`src/saac_pkg.sv`:
```
// Shared types and constants for the swept box clip block.
package saac_pkg;

  localparam int CNT_W   = 7;   // box_count register width
  localparam int IDX_W   = 6;   // box_index field width
  localparam int COORD_W = 32;
  localparam int SPD_W   = 16;

  localparam logic OP_WRITE = 1'b0;
  localparam logic OP_CLIP  = 1'b1;
  localparam logic AXIS_X   = 1'b0;
  localparam logic AXIS_Z   = 1'b1;

  typedef logic signed [COORD_W-1:0] coord_t;
  typedef logic signed [SPD_W-1:0]   speed_t;

  typedef struct packed {
    coord_t min_x;
    coord_t min_y;
    coord_t min_z;
    coord_t max_x;
    coord_t max_y;
    coord_t max_z;
  } box_t;

  typedef struct packed {
    logic             en;
    logic [IDX_W-1:0] index;
    box_t             box;
  } box_wr_t;

  // Query token that walks the cell row.
  typedef struct packed {
    logic   valid;
    logic   axis;
    coord_t lo_x;
    coord_t lo_y;
    coord_t lo_z;
    coord_t hi_x;
    coord_t hi_y;
    coord_t hi_z;
    speed_t speed;
  } tok_t;

endpackage

```
`src/saac_cell.sv`:
```
// One table entry: holds a box and clips a passing query token against it.
module saac_cell import saac_pkg::*; #(
  parameter int IDX = 0
) (
  input  logic             clk,
  input  logic             rst,
  input  logic             adv,
  input  logic [CNT_W-1:0] box_count,
  input  box_wr_t          wr,
  input  tok_t             tok_in,
  output tok_t             tok_out
);

  localparam bit               IN_TAB = (IDX < (1 << IDX_W));
  localparam bit               IN_CNT = (IDX < (1 << CNT_W));
  localparam logic [IDX_W-1:0] IDX_T  = IDX_W'(IDX);
  localparam logic [CNT_W-1:0] IDX_C  = CNT_W'(IDX);

  box_t   box;
  tok_t   tok;
  logic   active;
  logic   ov_x, ov_y, ov_z, ov;
  coord_t lo_a, hi_a, bmin_a, bmax_a;
  coord_t gap_pos, gap_neg;
  coord_t spd32, spd1_32;
  speed_t spd1, spd2;

  always_ff @(posedge clk) begin
    if (IN_TAB && wr.en && wr.index == IDX_T) begin
      box <= wr.box;
    end
  end

  always_comb begin
    active = IN_CNT && (box_count > IDX_C);
    ov_x = (tok_in.lo_x < box.max_x) && (tok_in.hi_x > box.min_x);
    ov_y = (tok_in.lo_y < box.max_y) && (tok_in.hi_y > box.min_y);
    ov_z = (tok_in.lo_z < box.max_z) && (tok_in.hi_z > box.min_z);
    ov   = active && ov_y && ((tok_in.axis == AXIS_Z) ? ov_x : ov_z);

    lo_a   = (tok_in.axis == AXIS_Z) ? tok_in.lo_z : tok_in.lo_x;
    hi_a   = (tok_in.axis == AXIS_Z) ? tok_in.hi_z : tok_in.hi_x;
    bmin_a = (tok_in.axis == AXIS_Z) ? box.min_z : box.min_x;
    bmax_a = (tok_in.axis == AXIS_Z) ? box.max_z : box.max_x;

    gap_pos = bmin_a - hi_a;
    gap_neg = bmax_a - lo_a;

    // Forward gap first; a wrapped result may flip the sign for the back check.
    spd32 = COORD_W'(tok_in.speed);
    spd1  = tok_in.speed;
    if (ov && tok_in.speed > 0 && hi_a <= bmin_a && gap_pos < spd32) begin
      spd1 = gap_pos[SPD_W-1:0];
    end
    spd1_32 = COORD_W'(spd1);
    spd2    = spd1;
    if (ov && spd1 < 0 && lo_a >= bmax_a && gap_neg > spd1_32) begin
      spd2 = gap_neg[SPD_W-1:0];
    end
  end

  always_ff @(posedge clk) begin
    if (rst) begin
      tok.valid <= 1'b0;
    end else if (adv) begin
      tok.valid <= tok_in.valid;
    end
    if (adv) begin
      tok.axis  <= tok_in.axis;
      tok.lo_x  <= tok_in.lo_x;
      tok.lo_y  <= tok_in.lo_y;
      tok.lo_z  <= tok_in.lo_z;
      tok.hi_x  <= tok_in.hi_x;
      tok.hi_y  <= tok_in.hi_y;
      tok.hi_z  <= tok_in.hi_z;
      tok.speed <= spd2;
    end
  end

  assign tok_out = tok;

endmodule

```
`config.mk`:
```
export PLATFORM = sky130hd
export DESIGN_NAME = saac_cell
export DESIGN_NICKNAME = d
export VERILOG_FILES = /design/src/saac_pkg.sv /design/src/saac_cell.sv
export SDC_FILE = /design/constraint.sdc
export NUM_CORES = 1
export LEC_CHECK = 0
export CAP_MARGIN = 0
export CORE_MARGIN = 8
export CORE_UTILIZATION = 45
export DETAILED_ROUTE_END_ITERATION = 10
export DONT_BUFFER_PORTS = 1
export MAX_ROUTING_LAYER = met4
export PLACE_DENSITY = 0.61
export SKIP_CTS_REPAIR_TIMING = 1
export SLEW_MARGIN = 20
export SYNTH_ARGS = -nofsm -noshare
export SYNTH_HDL_FRONTEND = slang
export SYNTH_SLANG_ARGS = --single-unit
```
`constraint.sdc`:
```
create_clock -name clk -period 54.8 [get_ports clk]
set_input_delay 5.48 -clock clk [delete_from_list [all_inputs] [get_ports clk]]
set_output_delay 5.48 -clock clk [all_outputs]
set_load 0.01 [all_outputs]
```
Yosys cells after proc, flatten, opt, wreduce, memory -nomap -nowiden
Cells that the tools add are included.

storage, ports and cells
  flip-flop bits (word level) = 402
  input port bits = 419
  output and inout bits = 210
  logic and storage cells = 50

cells by class
  add/sub/neg operators = 2
  magnitude comparators = 13
  mux-type cells = 7
  reductions and logical operators = 13

operators by type and width
  cell                   number
  $mux W32               4
  $gt A32 B32 Y1         3
  $lt A32 B32 Y1         3
  $sub A32 B32 Y32       2
  $ge A32 B32 Y1         1
  $gt A32 B16 Y1         1
  $le A32 B32 Y1         1
  $lt A32 B16 Y1         1
  $mux W16               2
  $gt A16 B1 Y1 const B  1
  $lt A16 B1 Y1 const B  1
  $logic_and A1 B1 Y1    12
  $gt A7 B1 Y1 const B   1
  $logic_not A6 Y1       1
  $mux W1                1

Longest topological paths before layout
Gate-level depths: netlist of run 1.

  depth after elaboration = 13
  depth in mapped cells = 40
  gate-level depth less buffers = 34

Worst setup path before layout of run 1
Ideal clock, no wire load.

  path kind = input to register
  from = in wr[194] in the netlist's numbering
  to = reg box[0] in the netlist's numbering (enable)
  setup time = 1.236 ns
  arrival = 24.187 ns
  data required time = 53.564 ns
  path slack = 29.377 ns
  stages on the path = 2
  buffers on the path = 0
  cell sequence = or4b_2 -> nor4_1

between the ends
  longest elaborated chain between the ends = 2

RTL lines
  what                    RTL line         text
  start: declaration      saac_cell.sv:9   input box_wr_t wr,
  $logic_not A6 Y1        saac_cell.sv:29  if (IN_TAB && wr.en && wr.index == IDX_T) begin
  $logic_and A1 B1 Y1     saac_cell.sv:29
  end signal: assignment  saac_cell.sv:30  box <= wr.box;
  end: declaration        saac_cell.sv:19  box_t box;

Every way passes these cells.
A chain may end at the register's enable or synchronous reset.

Final worst setup path of run 1
  from = in tok_in[208] in the netlist's numbering
  to = reg tok, in the netlist tok_out[0], data pin

between the ends
  longest elaborated chain between the ends = 11

RTL lines
  what                                                       RTL line         text
  start: declaration                                         saac_cell.sv:10  input tok_t tok_in,
  branches (longest 10 deep; another with $sub A32 B32 Y32)  -
  $mux W16 (*)                                               saac_cell.sv:57  if (ov && spd1 < 0 && lo_a >= bmax_a && gap_neg > spd1_32) begin
  named net spd2[0]                                          saac_cell.sv:26  speed_t spd1, spd2;
  end: declaration                                           saac_cell.sv:20  tok_t tok;

Mark *: on every way through the listed nets, which the timed path passes.

==> results.toml, run 1 <==
[timing]
setup_tns_final_ns = 0
final.period_utilization_pct = 25.42
timing.final.hold_violations = 0
fin_hold_ws_ns = 0.5693
final.setup.worst_slack_ns = 40.87
grt_setup_unrepaired = "false"
tightestPinTransition_ns = 1.009
finalSetupViolCount = 0
fmax_mhz = 71.78
final_max_slew_viol_count = 0
maxSlewHeadroom_pct = 32.42
final.setup_skew_ns = 0.01762
final_period_minus_worst_setup_slack_ns = 13.93

[grt]
global_route_wire_length_before_repair_microns = 101900
grt_usage_pct = 23.33
globalRouteOverflowTotal = 0
grt_start_max_net_pins = 211
first_global_vias = 15827
antenna_found_initial = 25

[routing]
drt-wirelength-per-cell_microns = 25.71
detailroute.wirelength.met3_microns = 6342
route.antenna.remaining_nets = 0
detailed_route_via_count = 15718
detail_route.wirelength.met1_microns = 27470
drt_first_iter_violations = 949
met2RoutedLength_microns = 34970
post-route-drc-count = 0
drtPass1Iterations = 5
dr.max_layer_used = "met4"
wirelength_microns = 70110
viasPerCell = 5.764

[yosys]
total_number_of_yosys_warnings = 0
postSynthAreaPerCell_sq_um = 11.78
ys_types = 75
synth_async_sr_flop_share_pct = 0
synth_sequential_area_ratio_pct = 51.83
netlist.top_cell.by_area = "sky130_fd_sc_hd__edfxtp_1"
synth.cell_area_sq_um = 23270
synth_edf_count = 401
netlist.area_leader.share_pct = 51.74
number_of_instances_in_the_synthesized_netlist = 1975
synthFlopType = "sky130_fd_sc_hd__edfxtp_1"
postSynthRegisterBits = 402
synth.area.top_cells = "sky130_fd_sc_hd__edfxtp_1 (52%), sky130_fd_sc_hd__ha_1 (17%), sky130_fd_sc_hd__mux2i_1 (4.1%)"
synth_fp_nets = 2712

[clocking]
max-clock-path-buffers = 3
cts-root-buf = "sky130_fd_sc_hd__clkbuf_16"
clock_latency_on_the_worst_skew_pair_ns = 0.57
clock_sink_count = 402
tritoncts_clock_tree = "done"
clk_pin_slew_worst_paths_ns = 0.06
cts_buffers = 44
htree_num_levels = 2

[floorplan]
core_region_sq_um = 51200
fp.dieW_microns = 243.4
chipHeight_microns = 243.4
ios = 629
floorplan.initialDensity_pct = 45.46
fp-row-count = 83
area_enclosed_by_the_die_boundary_sq_um = 59250

[final_layout]
fin_nets = 2734
area.growth.synth_to_final_pct = 9.355
drive_above_1_share_pct = 4.292
most-common-layout-cells = "sky130_fd_sc_hd__edfxtp_1 (401), sky130_fd_sc_hd__ha_1 (316), sky130_fd_sc_hd__inv_1 (249), sky130_fd_sc_hd__nand2_1 (128), sky130_fd_sc_hd__a21oi_1 (121)"
final_common_cell = "sky130_fd_sc_hd__edfxtp_1"

[pwr]
p_per_area_nw_per_um2 = 29.86
irDropWorstVdd_mv = 0.02455
post-layout-total-power_mw = 0.7600
static-leakage-power_nw = 10.62

[worst_setup_path]
worst-endpoint-arrival_ns = 14.25
critical_path.reg2reg.startpoint = "box[105]"
timing.critical_path.slowest_cell_delay_ns = 0.88
crit_required_ns = 55.12
critical_path.slowest_cell = "sky130_fd_sc_hd__nor2b_2"
critPathLaunch = "tok_in[208]"
worst-setup-path-type = "input port to flip-flop"
timing.critical_path.fanout_max = 194
cp_common_cell = "sky130_fd_sc_hd__ha_1"
critPathLaunchType = "input port"
cp-end-kind = "flip-flop"

[placement]
place_ws_ns = 40.35
detailedPlacementHpwl_microns = 57240
io_buffers = 0
routabilityCongestion = 0.8695

[worst_hold_path]
hold_path_class = "flip-flop to flip-flop"
worst_hold_startpoint = "tok_out[209]"

[run]
maxCapViolations = 0

[status]
run_status = "finished clean"
[where the power goes]
group	leakage, nW	internal, mW	switching [mW]
logic	6.19	0.0465	0.0609
clock network	0.652	0.162	0.123
registers	3.78	0.354	0.0136
total	10.6	0.563	0.197
[sequential cells by signal (all words and copies together), names as in the netlist]
name and flops:
box 192, tok_out 210
[critical path, delay by kind of cell]
kind | cells | cell delay (ns)
adder cells (fa/ha/maj) | 3 | 1.00
AND/OR/NAND/NOR | 10 | 3.10
XOR/XNOR | 1 | 0.17
AO/OA/AOI/OAI | 14 | 3.44
multiplexers | 3 | 1.02
[kinds of logic (layout without fill, tap and decap cells)]
family | count (synthesis) | in the layout | synth area share, %
other | 0 | 20 | 0
muxes | 100 | 100 | 4.322
and+or+nand+nor | 396 | 396 | 8.586
adders and majority gates | 318 | 318 | 17.16
AOI/OAI and AO/OA | 423 | 423 | 11.31
DFF | 402 | 402 | 51.83
xor gates and xnor gates | 59 | 59 | 2.220
buffers and inverters | 277 | 329 | 4.580
[routing by layer]
metal / vias to the layer above / global-route usage, %
met2: 591 / 39.96
met3: 80 / 7.407
met4: 0 / 5.201
met1: 7637 / 26.58
li1: 7410 / -
met5: - / -
[through the flow]
stage | cells | util, % | area, sq um
after detailed placement | 2631 | 46.95 | 24040
final | 2727 | 49.71 | 25450
after CTS | 2707 | 49.61 | 25400
after global placement | 2631 | 46.95 | 24040
after floorplan | 1975 | - | 23270
after global routing | 2727 | 49.71 | 25450
[synthesized netlist by cell type (all sizes together), types with 3 or more instances]
cell,n
a2111oi,5
a211o,4
a211oi,20
a21boi,8
a21o,52
a21oi,121
a221o,3
a221oi,6
a31oi,7
a41o,3
and2,6
and3,13
and4,9
buf,12
clkbuf,16
edfxtp,401
ha,316
inv,249
mux2,4
mux2i,96
nand2,128
nand2b,14
nand3,35
nand4,48
nor2,63
nor2b,18
nor3,25
nor4,16
o211ai,13
o21a,16
o21ai,130
o21bai,6
o22a,4
o31a,3
o31ai,5
or3,6
or4,6
xnor2,41
xor2,18
[final cells by class]
class / count / area, sq um
Multi-Input combinational cell: 1296 / 10160
Clock inverter: 26 / 237.7
Antenna cell: 20 / 50.05
Fill cell: 4497 / 25750
Sequential cell: 402 / 12060
Inverter: 249 / 934.6
Timing Repair Buffer: 4 / 30.03
Tap cell: 680 / 850.8
Clock buffer: 50 / 1124
[final timing paths]
path / endpoint / depth (start not counted) / slack, ns
max: tok_out[0] / 31 / 40.87
min: tok_out[209] / 2 / 0.57
max reg2reg: tok_out[0] / 31 / 45.41
min reg2reg: tok_out[209] / 2 / 0.57
Note: power is estimated with default switching activity, not from simulation.
==> run 2, diff against run 1 <==
PLACE_DENSITY = 0.63   (was 0.61)
clock period = 12.2 ns   (was 54.8 ns; I/O delays follow)
==> results.toml, run 2 (synthesis results as in run 1) <==
[status]
run_status = "finished clean"

[worst_hold_path]
end_point_of_the_most_critical_hold_path = "tok_out[209]"
hold_path_class = "flip-flop to flip-flop"
worst_hold_startpoint = "tok_out[209]"
hold-path-cell-count = 2

[worst_setup_path]
timing.rr.end = "tok_out[0]"
critical_path.reg2reg.startpoint = "box[96]"
critical_path.slowest_cell = "sky130_fd_sc_hd__o31ai_1"
cp-end-kind = "flip-flop"
register_to_register_path_depth = 33
worst-setup-path-type = "input port to flip-flop"
crit_required_ns = 12.54
timing.critical_path.fanout_max = 194
regToRegSetupSlack_ns = 2.49
worst-endpoint-arrival_ns = 10.50
cp_common_cell = "sky130_fd_sc_hd__a21oi_1"
timing.critical_path.slowest_cell_delay_ns = 0.89
critPathLaunchType = "input port"

[placement]
detailedPlacementHpwl_microns = 57440
routabilityCongestion = 0.8767
io_buffers = 0

[final_layout]
final_common_cell = "sky130_fd_sc_hd__edfxtp_1"
most-common-layout-cells = "sky130_fd_sc_hd__edfxtp_1 (401), sky130_fd_sc_hd__ha_1 (316), sky130_fd_sc_hd__inv_1 (249), sky130_fd_sc_hd__nand2_1 (128), sky130_fd_sc_hd__a21oi_1 (121)"
fill_cells = 4399
area.growth.synth_to_final_pct = 10.06
largest_register_ff_count = 210
drive_above_1_share_pct = 4.970
final_core_utilization_pct = 50.03
fin_nets = 2733

[routing]
route.antenna.remaining_nets = 0
viasPerCell = 5.784
drt-wirelength-per-cell_microns = 25.84
drtPass1Iterations = 6
drt_first_iter_violations = 852
detailed_route_via_count = 15785
wirelength_microns = 70510
post-route-drc-count = 0

[timing]
maxSlewHeadroom_pct = 29.54
tightestPinTransition_ns = 1.048
final_max_slew_viol_count = 0
fmax_mhz = 98.36
final.setup_skew_ns = 0.02094
setup_tns_final_ns = 0
final_period_minus_worst_setup_slack_ns = 10.17
grt_setup_unrepaired = "false"
finalSetupViolCount = 0
timing.final.hold_violations = 0
final.period_utilization_pct = 83.33

[clocking]
clock_latency_on_the_worst_skew_pair_ns = 0.58
cts-root-buf = "sky130_fd_sc_hd__clkbuf_16"
clk_pin_slew_worst_paths_ns = 0.06
cts_buffers = 44
max-clock-path-buffers = 3
tritoncts_clock_tree = "done"
clock_sink_count = 402
htree_num_levels = 2

[grt]
grt_start_max_net_pins = 211
globalRouteOverflowTotal = 0
antenna_found_initial = 22
first_global_vias = 15805
global_route_wire_length_before_repair_microns = 101700
grt_usage_pct = 23.26

[floorplan]
floorplan.initialDensity_pct = 45.46
core_region_sq_um = 51200
fp-row-count = 83
fp.dieW_microns = 243.4
chipHeight_microns = 243.4
area_enclosed_by_the_die_boundary_sq_um = 59250
ios = 629

[pwr]
static-leakage-power_nw = 10.71
p_per_area_nw_per_um2 = 138.5
irDropWorstVdd_mv = 0.1145

[run]
maxCapViolations = 0
-- run 2: cell count changes in the layout (fill, tap and decap cells not counted) --
| cell | change |
|---|---|
| sky130_fd_sc_hd__clkinv_1 | -6 |
| sky130_fd_sc_hd__clkinv_2 | +6 |
| sky130_fd_sc_hd__bufinv_16 | +4 |
| sky130_fd_sc_hd__inv_6 | +4 |
| sky130_fd_sc_hd__clkbuf_1 | -3 |
| sky130_fd_sc_hd__diode_2 | -3 |
| sky130_fd_sc_hd__buf_4 | -1 |
| sky130_fd_sc_hd__inv_16 | +1 |
| sky130_fd_sc_hd__nor4_2 | -1 |
| sky130_fd_sc_hd__nor4_4 | +1 |
-- run 2: how the worst max path moves through the flow --
stage,startpoint,endpoint,slack (ns),depth (start not counted)
floorplan,tok_in[208],tok_out[0],2.84,34
global placement,tok_in[208],tok_out[0],1.99,34
detailed placement,tok_in[208],tok_out[0],1.67,34
CTS,tok_in[208],tok_out[0],2.27,34
global route,tok_in[208],tok_out[0],1.56,34
finish,tok_in[208],tok_out[0],2.03,34
-- run 2: report_power, final --
part           switching, mW  leakage (nW)  internal [mW]
clock network          0.585         0.746          0.825
registers             0.0601          3.78           1.59
logic                  0.277          6.19          0.209
-- run 2: per-stage QoR --
| stage | hold slack, ns | setup WS (ns) | area [sq um] | power (mW) | std cells |
|---|---|---|---|---|---|
| 2_1_floorplan | 0.5279 | 2.842 | 23290 | 2.037 | 1975 |
| 4_1_cts | 0.5764 | 2.272 | 25570 | 3.579 | 2712 |
| 3_3_place_gp | 0.5563 | 1.994 | 24040 | 2.151 | 2630 |
| 3_5_place_dp | 0.5649 | 1.674 | 24040 | 2.164 | 2630 |
| 6_report | 0.5865 | 2.033 | 25620 | 3.548 | 2729 |
| 5_1_grt | 0.6245 | 1.555 | 25610 | 3.683 | 2727 |
-- run 2: critical path: cells and delay by family --
kind            cells  cell delay [ns]
fa+ha+maj           4             1.20
compound gates     14             3.29
simple gates       12             3.38
mux                 3             1.10
xor+xnor            1             0.22
-- run 2: layer usage --
metal / vias to the layer above / global-route usage, % / wire length (microns)
li1: 7407 / - / -
met1: 7645 / 26.37 / 27520
met2: 623 / 39.87 / 35130
met3: 110 / 6.751 / 5907
met4: 0 / 6.435 / 1957
met5: - / - / 0
-- run 2: area by class of cell --
type,instances,area [sq um],area share (%)
Sequential cell,402,12060,47.09
Multi-Input combinational cell,1296,10170,39.71
Clock buffer,47,1112,4.342
Inverter,249,934.6,3.649
Tap cell,680,850.8,3.321
Clock inverter,35,420.4,1.641
Antenna cell,17,42.54,0.1661
Timing Repair Buffer,3,22.52,0.08792
==> run 3, diff against run 2 <==
PLACE_DENSITY = 0.61   (was 0.63)
clock period = 9.5 ns   (was 12.2 ns; I/O delays follow)
==> results.toml, run 3 (synthesis results as in run 1) <==
[status]
run_status = "finished clean"

[floorplan]
chipHeight_microns = 243.4
core_region_sq_um = 51200
ios = 629
area_enclosed_by_the_die_boundary_sq_um = 59250
fp.dieW_microns = 243.4
floorplan.initialDensity_pct = 45.46
fp-row-count = 83

[timing]
final.setup.worst_slack_ns = 1.075
grt_setup_unrepaired = "false"
final_max_slew_viol_count = 0
tightestPinTransition_ns = 1.031
final_period_minus_worst_setup_slack_ns = 8.425
timing.final.hold_violations = 0
finalSetupViolCount = 0
fmax_mhz = 118.7
setup_tns_final_ns = 0
maxSlewHeadroom_pct = 30.72
fin_hold_ws_ns = 0.4384
final.period_utilization_pct = 88.69
final.setup_skew_ns = 0.01508

[worst_setup_path]
worst-setup-path-type = "input port to flip-flop"
critPathLaunch = "tok_in[208]"
worst-endpoint-arrival_ns = 8.74
crit_required_ns = 9.82
count_of_cell_instances_traversed_by_the_critical_path = 33
critical_path.reg2reg.startpoint = "box[105]"
register_to_register_path_depth = 33
timing.critical_path.fanout_max = 194
cp.buffers_inverters = 2
cp-end-kind = "flip-flop"
critPathLaunchType = "input port"
timing.critical_path.slowest_cell_delay_ns = 0.65
critical_path.slowest_cell = "sky130_fd_sc_hd__a2111oi_0"
cp_common_cell = "sky130_fd_sc_hd__ha_1"
crit_path_leading_delay_family = "compound AO/OA/AOI/OAI gates"

[routing]
viasPerCell = 5.674
drt-wirelength-per-cell_microns = 25.48
detailed_route_via_count = 15506
route.antenna.remaining_nets = 0
post-route-drc-count = 0
drtPass1Iterations = 5
wirelength_microns = 69640
drt_first_iter_violations = 909

[placement]
dp_cells = 2635
routabilityCongestion = 0.8736
placement.cell_area_sq_um = 24090
detailedPlacementHpwl_microns = 56740
io_buffers = 0
place_ws_ns = 0.5147

[clocking]
tritoncts_clock_tree = "done"
clock_sink_count = 402
clock_latency_on_the_worst_skew_pair_ns = 0.58
max-clock-path-buffers = 3
cts-root-buf = "sky130_fd_sc_hd__clkbuf_16"
htree_num_levels = 2
clk_pin_slew_worst_paths_ns = 0.06
cts_buffers = 44

[final_layout]
final_cells = 2733
total_non_filler_cell_area_in_the_finished_layout_sq_um = 25610
fill_cells = 4442
final_common_cell = "sky130_fd_sc_hd__edfxtp_1"
final_core_utilization_pct = 50.02
drive_above_1_share_pct = 4.966
largest_register_ff_count = 210
fin_nets = 2738
most-common-layout-cells = "sky130_fd_sc_hd__edfxtp_1 (401), sky130_fd_sc_hd__ha_1 (316), sky130_fd_sc_hd__inv_1 (249), sky130_fd_sc_hd__nand2_1 (128), sky130_fd_sc_hd__a21oi_1 (121)"
area.growth.synth_to_final_pct = 10.04

[pwr]
static-leakage-power_nw = 10.71
post-layout-total-power_mw = 4.491
irDropWorstVdd_mv = 0.1695
p_per_area_nw_per_um2 = 175.4

[grt]
global_route_wire_length_before_repair_microns = 101100
grt_start_max_net_pins = 211
grt_usage_pct = 23.17
first_global_vias = 15783
antenna_found_initial = 22
globalRouteOverflowTotal = 0

[worst_hold_path]
hold-path-cell-count = 1
hold_path_class = "input port to flip-flop"
worst_hold_startpoint = "rst"

[run]
maxCapViolations = 0
-- run 3: changes by cell type in the layout (fill, tap and decap cells not counted), sizes merged --
cell,delta
buf,+5
bufinv,-2
diode,+2
clkbuf,-1
clkinv,+1
inv,-1
-- run 3: worst reg2reg max path: cells and delay by family (launching register included) --
family | cells | cell delay [ns]
AOI/OAI and AO/OA | 14 | 3.37
and+or+nand+nor | 10 | 1.88
adders and majority gates | 3 | 1.01
muxes | 3 | 0.89
buffers and inverters | 2 | 0.42
DFF | 1 | 0.41
xor gates and xnor gates | 1 | 0.18
-- run 3: layout make-up --
| class | instances | area (sq um) | share of cell area (%) |
|---|---|---|---|
| repair buffers | 8 | 72.57 | 0.2834 |
| inverters | 249 | 934.6 | 3.650 |
| diodes | 19 | 47.55 | 0.1857 |
| flip-flops and latches | 402 | 12060 | 47.10 |
| well taps | 680 | 850.8 | 3.322 |
| clock buffers | 46 | 1109 | 4.329 |
| clock inverters | 33 | 362.8 | 1.417 |
| multi-input cells | 1296 | 10170 | 39.72 |
-- run 3: where the power goes --
| part | leakage, nW | total (mW) | internal [mW] | switching (mW) |
|---|---|---|---|---|
| Sequential | 3.78 | 2.12 | 2.04 | 0.0767 |
| Clock | 0.711 | 1.75 | 1.00 | 0.751 |
| Combinational | 6.21 | 0.617 | 0.268 | 0.349 |
-- run 3: worst paths after layout --
path                            slack, ns      endpoint
worst max-delay path                 1.07    tok_out[0]
worst min-delay path                 0.44  tok_out[209]
worst max register to register       1.08    tok_out[0]
worst min register to register       0.57  tok_out[209]
-- run 3: per-layer routing --
layer,vias to the layer above,part of all wire (%),global-route usage [%]
li1,7429,-,-
met1,7428,40,26.89
met2,577,50,39.02
met3,72,8.7,7.221
met4,0,1.9,5.571
met5,-,0,-
